File: config.mk
export PLATFORM = sky130hd
export DESIGN_NAME = deadline_timer_bank_top
export DESIGN_NICKNAME = d
export VERILOG_FILES = /design/src/rtl/dtb_pkg.sv /design/src/rtl/dtb_cell.sv /design/src/rtl/deadline_timer_bank_top.sv
export SDC_FILE = /design/constraint.sdc
export NUM_CORES = 2
export LEC_CHECK = 0
export ABC_AREA = 1
export CORE_UTILIZATION = 45
export CTS_CLUSTER_SIZE = 28
export DETAILED_ROUTE_END_ITERATION = 10
export DONT_BUFFER_PORTS = 1
export GPL_ROUTABILITY_DRIVEN = 0
export PLACE_DENSITY = 0.6
export SLEW_MARGIN = 15
export SYNTH_ARGS = -nofsm -noshare
export SYNTH_HDL_FRONTEND = slang
export SYNTH_SLANG_ARGS = --single-unit
File: constraint.sdc
create_clock -name clk -period 12.5 [get_ports clk]
set_clock_uncertainty 0.15 [all_clocks]
set_input_delay 0 -clock clk [delete_from_list [all_inputs] [get_ports clk]]
set_output_delay 0 -clock clk [all_outputs]
set_load 0.05 [all_outputs]
File: src/rtl/dtb_pkg.sv
// package: shared constants, codes and beat types for the deadline timer bank
package dtb_pkg;

  localparam int COMPONENTS = 8;
  localparam int TIME_W     = 64;
  localparam int UNIT_W     = 4;
  localparam int FUNC_W     = 2;
  localparam int KIND_W     = 3;

  localparam logic [FUNC_W-1:0] FUNC_ARM_TX  = 2'd0;
  localparam logic [FUNC_W-1:0] FUNC_ARM_RX  = 2'd1;
  localparam logic [FUNC_W-1:0] FUNC_TICK    = 2'd2;
  localparam logic [FUNC_W-1:0] FUNC_INVALID = 2'd3;

  localparam logic [KIND_W-1:0] KIND_ARMED      = 3'd0;
  localparam logic [KIND_W-1:0] KIND_RX_TIMEOUT = 3'd1;
  localparam logic [KIND_W-1:0] KIND_TX_TIMEOUT = 3'd2;
  localparam logic [KIND_W-1:0] KIND_BUSY       = 3'd3;
  localparam logic [KIND_W-1:0] KIND_BAD        = 3'd4;

  typedef struct packed {
    logic [FUNC_W-1:0] func;
    logic [UNIT_W-1:0] component;
    logic [TIME_W-1:0] deadline;
    logic [TIME_W-1:0] now;
  } in_beat_t;

  typedef struct packed {
    logic [KIND_W-1:0] kind;
    logic [UNIT_W-1:0] unit;
    logic [TIME_W-1:0] stamp;
    logic              last;
  } out_beat_t;

  typedef struct packed {
    logic              arm_rx;
    logic              arm_tx;
    logic [TIME_W-1:0] deadline;
  } cell_ctl_t;

  typedef struct packed {
    logic run_rx;
    logic run_tx;
    logic tok_rx;
    logic tok_tx;
    logic hit_rx;
    logic hit_tx;
  } cell_stat_t;

endpackage

File: src/rtl/dtb_cell.sv
// cell: receive and transmit timer of one component, with its slice of the scan chain
module dtb_cell import dtb_pkg::*; (
  input  logic              clk,
  input  logic              rst_n,
  input  cell_ctl_t         ctl,
  input  logic [TIME_W-1:0] now,
  input  logic              tok_in,
  output logic              tok_out,
  output cell_stat_t        stat
);

  logic [TIME_W-1:0] dl_rx_r;
  logic [TIME_W-1:0] dl_tx_r;
  logic              run_rx_r, run_rx_nxt;
  logic              run_tx_r, run_tx_nxt;
  logic              tok_rx_r;
  logic              tok_tx_r;
  logic              hit_rx;
  logic              hit_tx;

  assign hit_rx = tok_rx_r & run_rx_r & (now >= dl_rx_r);
  assign hit_tx = tok_tx_r & run_tx_r & (now >= dl_tx_r);

  always_comb begin
    run_rx_nxt = run_rx_r;
    run_tx_nxt = run_tx_r;
    if (ctl.arm_rx) begin
      run_rx_nxt = 1'b1;
    end else if (hit_rx) begin
      run_rx_nxt = 1'b0;
    end
    if (ctl.arm_tx) begin
      run_tx_nxt = 1'b1;
    end else if (hit_tx) begin
      run_tx_nxt = 1'b0;
    end
  end

  always_ff @(posedge clk) begin
    if (!rst_n) begin
      run_rx_r <= 1'b0;
      run_tx_r <= 1'b0;
      tok_rx_r <= 1'b0;
      tok_tx_r <= 1'b0;
    end else begin
      run_rx_r <= run_rx_nxt;
      run_tx_r <= run_tx_nxt;
      tok_rx_r <= tok_in;
      tok_tx_r <= tok_rx_r;
    end
  end

  always_ff @(posedge clk) begin
    if (ctl.arm_rx) begin
      dl_rx_r <= ctl.deadline;
    end
    if (ctl.arm_tx) begin
      dl_tx_r <= ctl.deadline;
    end
  end

  assign tok_out     = tok_tx_r;
  assign stat.run_rx = run_rx_r;
  assign stat.run_tx = run_tx_r;
  assign stat.tok_rx = tok_rx_r;
  assign stat.tok_tx = tok_tx_r;
  assign stat.hit_rx = hit_rx;
  assign stat.hit_tx = hit_tx;

endmodule

File: src/rtl/deadline_timer_bank_top.sv
// top level: deadline timer bank with request decode, scan chain and result register
// An arm request (receive or transmit) or an invalid request is taken while busy is low and
// its single result appears with out_valid in the next cycle; busy does not rise for it.
// A tick raises busy until a token has walked the row of cells, one timer per cycle, receive
// before transmit, and each compare with the tick time is done in the cell that holds
// the token. Timeout results follow in scan order, one per cycle at most, each held in
// a pending register until the next one or the scan end, so the final one carries last;
// the final beat comes out in the cycle busy falls. out_valid marks each beat for exactly
// one cycle and cannot be held off, so the receiver must take every beat as it comes.
module deadline_timer_bank_top import dtb_pkg::*; (
  input  logic      clk,
  input  logic      rst_n,
  input  logic      start,
  output logic      busy,
  input  in_beat_t  in_beat,
  output logic      out_valid,
  output out_beat_t out_beat
);

  cell_ctl_t  ctl   [COMPONENTS];
  cell_stat_t stat  [COMPONENTS];
  logic       tok   [COMPONENTS+1];
  logic [2*COMPONENTS-1:0] tok_vec;
  logic [COMPONENTS-1:0]   sel;
  logic [COMPONENTS-1:0]   run_rx_vec;
  logic [COMPONENTS-1:0]   run_tx_vec;
  logic [COMPONENTS-1:0]   hit_rx_vec;
  logic [COMPONENTS-1:0]   hit_tx_vec;

  logic              accept;
  logic              is_arm_rx;
  logic              is_arm_tx;
  logic              sel_busy;
  logic              hit_any;
  logic [UNIT_W-1:0] hit_unit;
  logic [KIND_W-1:0] hit_kind;
  logic              scan_end;

  logic              busy_r, busy_nxt;
  logic              flush_r;
  logic [TIME_W-1:0] now_r;
  logic              pend_v_r, pend_v_nxt;
  logic [KIND_W-1:0] pend_kind_r, pend_kind_nxt;
  logic [UNIT_W-1:0] pend_unit_r, pend_unit_nxt;
  logic              out_valid_r, out_valid_nxt;
  out_beat_t         out_beat_r, out_beat_nxt;

  assign accept    = start & ~busy_r;
  assign is_arm_rx = (in_beat.func == FUNC_ARM_RX);
  assign is_arm_tx = (in_beat.func == FUNC_ARM_TX);
  assign tok[0]    = accept & (in_beat.func == FUNC_TICK);
  assign scan_end  = tok[COMPONENTS];

  for (genvar i = 0; i < COMPONENTS; i++) begin : g_cell
    assign sel[i]            = (in_beat.component == UNIT_W'(i));
    assign ctl[i].arm_rx     = accept & is_arm_rx & sel[i] & ~stat[i].run_rx;
    assign ctl[i].arm_tx     = accept & is_arm_tx & sel[i] & ~stat[i].run_tx;
    assign ctl[i].deadline   = in_beat.deadline;
    assign run_rx_vec[i]     = stat[i].run_rx;
    assign run_tx_vec[i]     = stat[i].run_tx;
    assign hit_rx_vec[i]     = stat[i].hit_rx;
    assign hit_tx_vec[i]     = stat[i].hit_tx;
    assign tok_vec[2*i]      = stat[i].tok_rx;
    assign tok_vec[2*i+1]    = stat[i].tok_tx;

    dtb_cell u_cell (
      .clk     (clk),
      .rst_n   (rst_n),
      .ctl     (ctl[i]),
      .now     (now_r),
      .tok_in  (tok[i]),
      .tok_out (tok[i+1]),
      .stat    (stat[i])
    );
  end

  assign sel_busy = is_arm_rx ? |(sel & run_rx_vec) : |(sel & run_tx_vec);
  assign hit_any  = |(hit_rx_vec | hit_tx_vec);
  assign hit_kind = (|hit_rx_vec) ? KIND_RX_TIMEOUT : KIND_TX_TIMEOUT;

  always_comb begin
    hit_unit = '0;
    for (int i = 0; i < COMPONENTS; i++) begin
      if (hit_rx_vec[i] | hit_tx_vec[i]) begin
        hit_unit = hit_unit | UNIT_W'(i);
      end
    end
  end

  always_comb begin
    busy_nxt      = busy_r;
    pend_v_nxt    = pend_v_r;
    pend_kind_nxt = pend_kind_r;
    pend_unit_nxt = pend_unit_r;
    out_valid_nxt = 1'b0;
    out_beat_nxt  = '0;
    if (accept) begin
      out_beat_nxt.unit = in_beat.component;
      out_beat_nxt.last = 1'b1;
      case (in_beat.func)
        FUNC_ARM_TX, FUNC_ARM_RX: begin
          out_valid_nxt = 1'b1;
          if (|sel) begin
            out_beat_nxt.kind = sel_busy ? KIND_BUSY : KIND_ARMED;
          end else begin
            out_beat_nxt.kind = KIND_BAD;
          end
        end
        FUNC_TICK: begin
          busy_nxt     = 1'b1;
          out_beat_nxt = '0;
        end
        default: begin
          out_valid_nxt     = 1'b1;
          out_beat_nxt.kind = KIND_BAD;
        end
      endcase
    end
    // hold each timeout until the next one or the scan end so the final one can be marked
    if (hit_any) begin
      if (pend_v_r) begin
        out_valid_nxt      = 1'b1;
        out_beat_nxt.kind  = pend_kind_r;
        out_beat_nxt.unit  = pend_unit_r;
        out_beat_nxt.stamp = now_r;
        out_beat_nxt.last  = 1'b0;
      end
      pend_v_nxt    = 1'b1;
      pend_kind_nxt = hit_kind;
      pend_unit_nxt = hit_unit;
    end
    if (flush_r) begin
      busy_nxt = 1'b0;
      if (pend_v_r) begin
        out_valid_nxt      = 1'b1;
        out_beat_nxt.kind  = pend_kind_r;
        out_beat_nxt.unit  = pend_unit_r;
        out_beat_nxt.stamp = now_r;
        out_beat_nxt.last  = 1'b1;
        pend_v_nxt         = 1'b0;
      end
    end
  end

  always_ff @(posedge clk) begin
    if (!rst_n) begin
      busy_r      <= 1'b0;
      flush_r     <= 1'b0;
      pend_v_r    <= 1'b0;
      out_valid_r <= 1'b0;
    end else begin
      busy_r      <= busy_nxt;
      flush_r     <= scan_end;
      pend_v_r    <= pend_v_nxt;
      out_valid_r <= out_valid_nxt;
    end
  end

  always_ff @(posedge clk) begin
    pend_kind_r <= pend_kind_nxt;
    pend_unit_r <= pend_unit_nxt;
    out_beat_r  <= out_beat_nxt;
    if (tok[0]) begin
      now_r <= in_beat.now;
    end
  end

  assign busy      = busy_r;
  assign out_valid = out_valid_r;
  assign out_beat  = out_beat_r;

  a_one_token: assert property (@(posedge clk) disable iff (!rst_n)
    $countones(tok_vec) <= 1)
    else $error("more than one scan token in the chain");

  a_idle_no_token: assert property (@(posedge clk) disable iff (!rst_n)
    !busy_r |-> (tok_vec == '0) && !pend_v_r)
    else $error("scan activity while idle");

  a_req_answers: assert property (@(posedge clk) disable iff (!rst_n)
    (start && !busy && in_beat.func != FUNC_TICK) |=> (out_valid && out_beat.last))
    else $error("request beat without a single final result");

  a_timeout_stamp: assert property (@(posedge clk) disable iff (!rst_n)
    (out_valid && (out_beat.kind == KIND_RX_TIMEOUT || out_beat.kind == KIND_TX_TIMEOUT))
      |-> (out_beat.stamp == now_r))
    else $error("timeout beat stamp differs from tick time");

endmodule

After elaboration in Yosys (flattened, before gate mapping)
Index checks and enable logic that the tools add are counted.
Word-level totals
  register bits: 1203
  input port bits: 137
  output and inout port bits: 74
  logic and storage cells: 269
Cells by class
  magnitude comparators: 16
  equality and inequality tests: 9
  muxes and demuxes: 58
  bitwise gates (word level): 96
  reductions and logical operators: 28
Operators by type and width (number)
  64-bit >= comparator: 16
  72-bit two-way mux: 5
  69-bit two-way mux: 1
  1-bit AND: 68
  1-bit two-way mux: 43
  8-bit OR reduction: 5
  2-bit nonzero test: 16
  1-bit inverter: 18
  8-bit AND: 2
  4-bit by 3-bit equality test with 1-bit output, second input constant: 4
  3-bit two-way mux: 4
  4-bit by 2-bit equality test with 1-bit output, second input constant: 2
  2-bit two-way mux: 4
  8-bit bitwise OR: 1
  1-bit bitwise OR: 7
  3-bit case mux with 2 select lines: 1
  2-bit OR reduction: 3
  4-bit by 1-bit equality test with 1-bit output, second input constant: 1
  4-bit zero test: 1
  4-bit OR reduction: 1
  2-bit by 1-bit equality test with 1-bit output, second input constant: 1
  2-bit equality test, second input constant: 1
  2-bit zero test: 1
  2-bit AND reduction: 1

Longest topological paths before layout
  depth after elaboration: 12
  gate-level depth with buffers: 24
  gate-level depth less buffers: 24

Modules after synthesis
A second synthesis with hierarchy kept.
Second synthesis, totals
  cells, all modules: 6177
  area, all modules: 64792.1 µm²
Modules (own cells, without submodules)
  dtb_cell at g_cell[0].u_cell ...: times used 7, cells each 721, area each 7498.4 µm², sequential area each 3923.8 µm²
  dtb_cell at g_cell[6].u_cell: times used 1, cells each 721, area each 7489.7 µm², sequential area each 3923.8 µm²
  deadline_timer_bank_top: times used 1, cells each 409, area each 4813.4 µm², sequential area each 3593.4 µm²

Worst setup path before layout
OpenSTA, ideal clock, no wires.
  kind: register to register
  start point: reg busy_r, in the netlist busy
  end point: reg g_cell[3].u_cell.dl_tx_r[0], enable pin
  setup time: 0.568 ns
  arrival time: 5.441 ns
  data required time: 11.782 ns
  setup slack: 6.341 ns
  cell stages (with the launch flop): 6
  buffers on the path: 0
  clock period less this slack: 6.159 ns
  path through: dfxtp_1 nor2_1 inv_1 nor3_1 inv_1 nor3_1
Between the ends
  word-level cells in the longest chain between the ends: 5
RTL lines
  from (decl): RTL line deadline_timer_bank_top.sv:39  | logic busy_r, busy_nxt;
  from (signal assigned): RTL line deadline_timer_bank_top.sv:152  | busy_r <= busy_nxt;
  1-bit inverter: RTL line deadline_timer_bank_top.sv:48  | assign accept = start & ~busy_r;
  1-bit AND: RTL line deadline_timer_bank_top.sv:48
  1-bit AND (3 in a row): RTL line deadline_timer_bank_top.sv:57  | assign ctl[i].arm_tx = accept & is_arm_tx & sel[i] & ~stat[i].run_tx;
  to (signal assigned): RTL line dtb_cell.sv:58  | dl_tx_r <= ctl.deadline;
  to (decl): RTL line dtb_cell.sv:13  | logic [TIME_W-1:0] dl_tx_r;
No other way between the ends.
A chain may end at the register's enable or synchronous reset.

==> metrics.yaml <==
status:
  status: "finished clean"
sta:
  hold_slack_ps: 185
  hold_viol: 0
  final.min_clock_period_ps: 5150
  rsz0062_at_grt: "no"
  period_share_pct: 41.2
  slew_violations: 0
  fin_ws_ps: 7350
  maxSlewHeadroom_pct: 20.4
  setup_viol: 0
  worst_pin_slew_ps: 1180
  fmax_mhz: 194
  fin_tns_setup_ps: 0
place:
  io_buffers: 0
  place_hpwl_mm: 115
  postPlaceCellArea_mm2: 0.0663
  post-place-cells: 7823
  place_ws_ps: 7460
critical_path:
  crit_path_start_kind: "flop"
  critPathMaxStageDelay_ps: 1050
  endpoint_kind: "flop"
  critical_path.cell_chain: "ha_1 > nand2_1 > nor2_1 > nand2_1 > nor2_1 > nand2_1 > nand2_1 > nor2_1 > nand2_1 > nand2_1 > nand2_1 > nand2_1 > nand2_1 > nor2_2 > nand2_4 > o21ai_4 > buf_4 > nand2_1 > nand2_1 > nand2_1"
  path_max_fanout: 50
  crit_top_cell: "nand2_1"
  arrival_ps: 5660
  criticalPathCategory: "reg -> reg"
  crit_slowest_cell: "edfxtp_1"
  cp_data_required_time_ps: 13010
  path_buf_inv: 1
  critPathTopFamily: "simple AND/OR/NAND/NOR gates"
pwr:
  p_leak_nw: 33.5
  p_per_area_mw_per_mm2: 122
  peakVddDrop_uv: 110
route:
  wl_met3_mm: 11.8
  wl_per_cell_um: 21.0
  final_antenna_net_count: 0
  drtPass1Iterations: 6
  initialDrtViolationCount: 3065
  vias: 42572
  met1_length_mm: 75.8
  wl_met2_mm: 80.3
  vias_per_cell: 5.13
  top_layer_used: "met5"
  drt_wl_total_mm: 174
  post-route-drc-count: 0
clock_tree:
  cts_buffer_depth: 3
  numClockSinks: 1201
  ctsHtreeMaxLevel: 4
  tritoncts: "built"
  path_clk_slew_ps: 60
  clkLatencyLatePin_ps: 780
  ctsResizeCount: 0
  cts_inserted_buffers: 141
  clockRootBuffer: "clkbuf_16"
yosys:
  netlist_area_mm2: 0.0634
  async_flop_share_pct: 0
  synth-edff-count: 1093
  synth-compound-area-share_pct: 6.82
  ys_warn_count: 0
  synth_cell_types: 40
  synth_seq_cells: 1201
  yosys_most_used_dff: "edfxtp_1"
  synthMuxAreaShare_pct: 0
  synth-simple-area-share_pct: 10.2
  synth_cells: 5896
  syn_nets: 7057
  avgSynthCellArea_um2: 10.8
  synth-xor-area-share_pct: 0
  synth_top_family_by_area: "adder cells"
  yosys.area_share.adder_pct: 20.2
  ys_seq_area_share_pct: 55.2
layout:
  final_cells: 8298
  multi_input_area_mm2: 0.0237
  area_growth_pct: 15.1
  n_fill_cell: 12148
  final_cell_area_mm2: 0.0729
  regArea_mm2: 0.0350
  drive_gt1_share_pct: 4.76
  finalNetCount: 7457
floorplanning:
  initial_core_util_pct: 45.4
  core_mm2: 0.140
  die_w_um: 377
  std_cell_rows: 137
  die_h_um: 377
  die_area_mm2: 0.142
  io_pins: 211
grt:
  grt_max_degree: 70
  antenna_found_initial: 19
  grt_usage_pct: 24.6
  grt_overflow: 0
  grt_pass1_wl_mm: 256
  grt_pass1_vias: 41640
hold_path:
  hp-class: "in -> reg"
job:
  maxCapViolCount: 0
==> flip-flops by register name (all words and copies together), names as in the netlist, 2 cells and up <==
| register | flops |
|---|---|
| g_cell.u_cell.run_tx_r | 8 |
| g_cell.u_cell.tok_rx_r | 8 |
| now_r | 64 |
| g_cell.u_cell.dl_tx_r | 512 |
| g_cell.u_cell.run_rx_r | 8 |
| pend_kind_r | 2 |
| out_beat | 72 |
| g_cell.u_cell.dl_rx_r | 512 |
| g_cell.u_cell.tok_out | 8 |
| pend_unit_r | 3 |
==> cells in the mapped netlist (2+ instances only) <==
cell      instances  area share (%)
o21a_1           40            0.47
nand3b_1          7           0.083
o211ai_1          6           0.071
nand2_1        1033             6.1
nand4_1          78            0.77
a21o_1           14            0.17
a21boi_0         39            0.46
nor4_1            2           0.020
buf_6             3           0.053
clkbuf_1          9           0.053
dfxtp_1         108             3.4
nand3_1          60            0.47
o21bai_1         13            0.15
nor3_1           56            0.44
nor3b_1           2           0.024
o21ai_0         114            0.90
inv_2             3           0.018
a21oi_1         505             4.0
a21boi_1         24            0.28
inv_1          1254             7.4
nor2_1          353             2.1
ha_1           1024              20
nor3_2            3           0.047
buf_2             5           0.039
and3_1            3           0.030
a221oi_1          2           0.028
o21ai_1          31            0.24
edfxtp_1       1093              52
==> layout by cell type (no fill, tap or decap), types with 6 or more instances in the layout <==
cell type | Yosys | layout
a21boi_1 | 24 | 24
dlygate4sd3_1 | 0 | 206
nor3_2 | 3 | 20
a21oi_1 | 505 | 505
edfxtp_1 | 1093 | 1093
diode_2 | 0 | 10
o211ai_1 | 6 | 6
buf_4 | 0 | 69
nor3_1 | 56 | 39
nand3_1 | 60 | 60
nor2_1 | 353 | 352
a21boi_0 | 39 | 39
o21ai_1 | 31 | 31
a21o_1 | 14 | 14
clkbuf_16 | 0 | 147
dfxtp_1 | 108 | 108
o21bai_1 | 13 | 13
nand4_1 | 78 | 78
nand3b_1 | 7 | 7
clkbuf_1 | 9 | 44
clkinv_2 | 0 | 18
clkbuf_8 | 0 | 22
o21ai_0 | 114 | 114
ha_1 | 1024 | 1024
clkinv_8 | 0 | 8
inv_1 | 1254 | 1254
nand2_1 | 1033 | 1032
o21a_1 | 40 | 40
clkinv_1 | 1 | 10
==> worst register-to-register path: cells and delay by family, from the launching register on <==
| family | cells | cell delay (ps) |
|---|---|---|
| adder cells (fa/ha/maj) | 1 | 380 |
| AND/OR/NAND/NOR | 17 | 2290 |
| buffers and inverters | 1 | 690 |
| AO/OA/AOI/OAI | 1 | 490 |
| flip-flops | 1 | 1050 |
==> routing by layer <==
layer	GRT usage (%)	up-vias
met3	4.55	290
li1	-	20704
met5	0	-
met2	40.4	1112
met4	9.09	12
met1	32.3	20454
==> path summary, 6_finish.rpt <==
kind | start | endpoint | slack (ps) | depth (start not counted)
worst max-delay path | now_r[20] | out_beat[70] | 7350 | 20
worst min-delay path | in_beat[99] | g_cell[2].u_cell.dl_tx_r[35] | 180 | 1
worst max register to register | now_r[20] | out_beat[70] | 7350 | 20
worst min register to register | g_cell[7].u_cell.tok_out | flush_r | 280 | 2
==> cell type report <==
class                           instances  area share (%)
Clock buffer                          214            5.69
Timing Repair Buffer                  275            3.54
Clock inverter                         45           0.599
Tap cell                             1876            3.22
Inverter                             1258            6.47
Sequential cell                      1201            48.0
Antenna cell                           10          0.0343
Multi-Input combinational cell       3419            32.5
==> power breakdown <==
part / internal, mW / switching [mW]
clock network: 2.39 / 1.68
logic: 0.136 / 0.263
registers: 4.40 / 0.0324
==> stage by stage <==
stage / power [mW] / util [%]
after CTS: 8.99 / 52.2
after global placement: 4.78 / 47.4
after global routing: 9.18 / 52.2
after floorplan: 4.69 / -
final: 8.90 / 52.2
after detailed placement: 4.79 / 47.4
==> what timing repair did <==
item,4_1_cts,5_1_grt
setup endpoints to repair,0,0
hold buffers,206,0
setup buffers,0,0
endpoints found under the hold margin,2000,0
==> cell families (layout without fill, tap and decap cells) <==
family / count (synthesis) / in the layout
AO/OA/AOI/OAI: 792 / 792
adder cells (fa/ha/maj): 1024 / 1024
buffers and inverters: 1276 / 1792
flip-flops: 1201 / 1201
other: 0 / 10
AND/OR/NAND/NOR: 1603 / 1603
No activity file was read; power rests on OpenSTA's default activity.
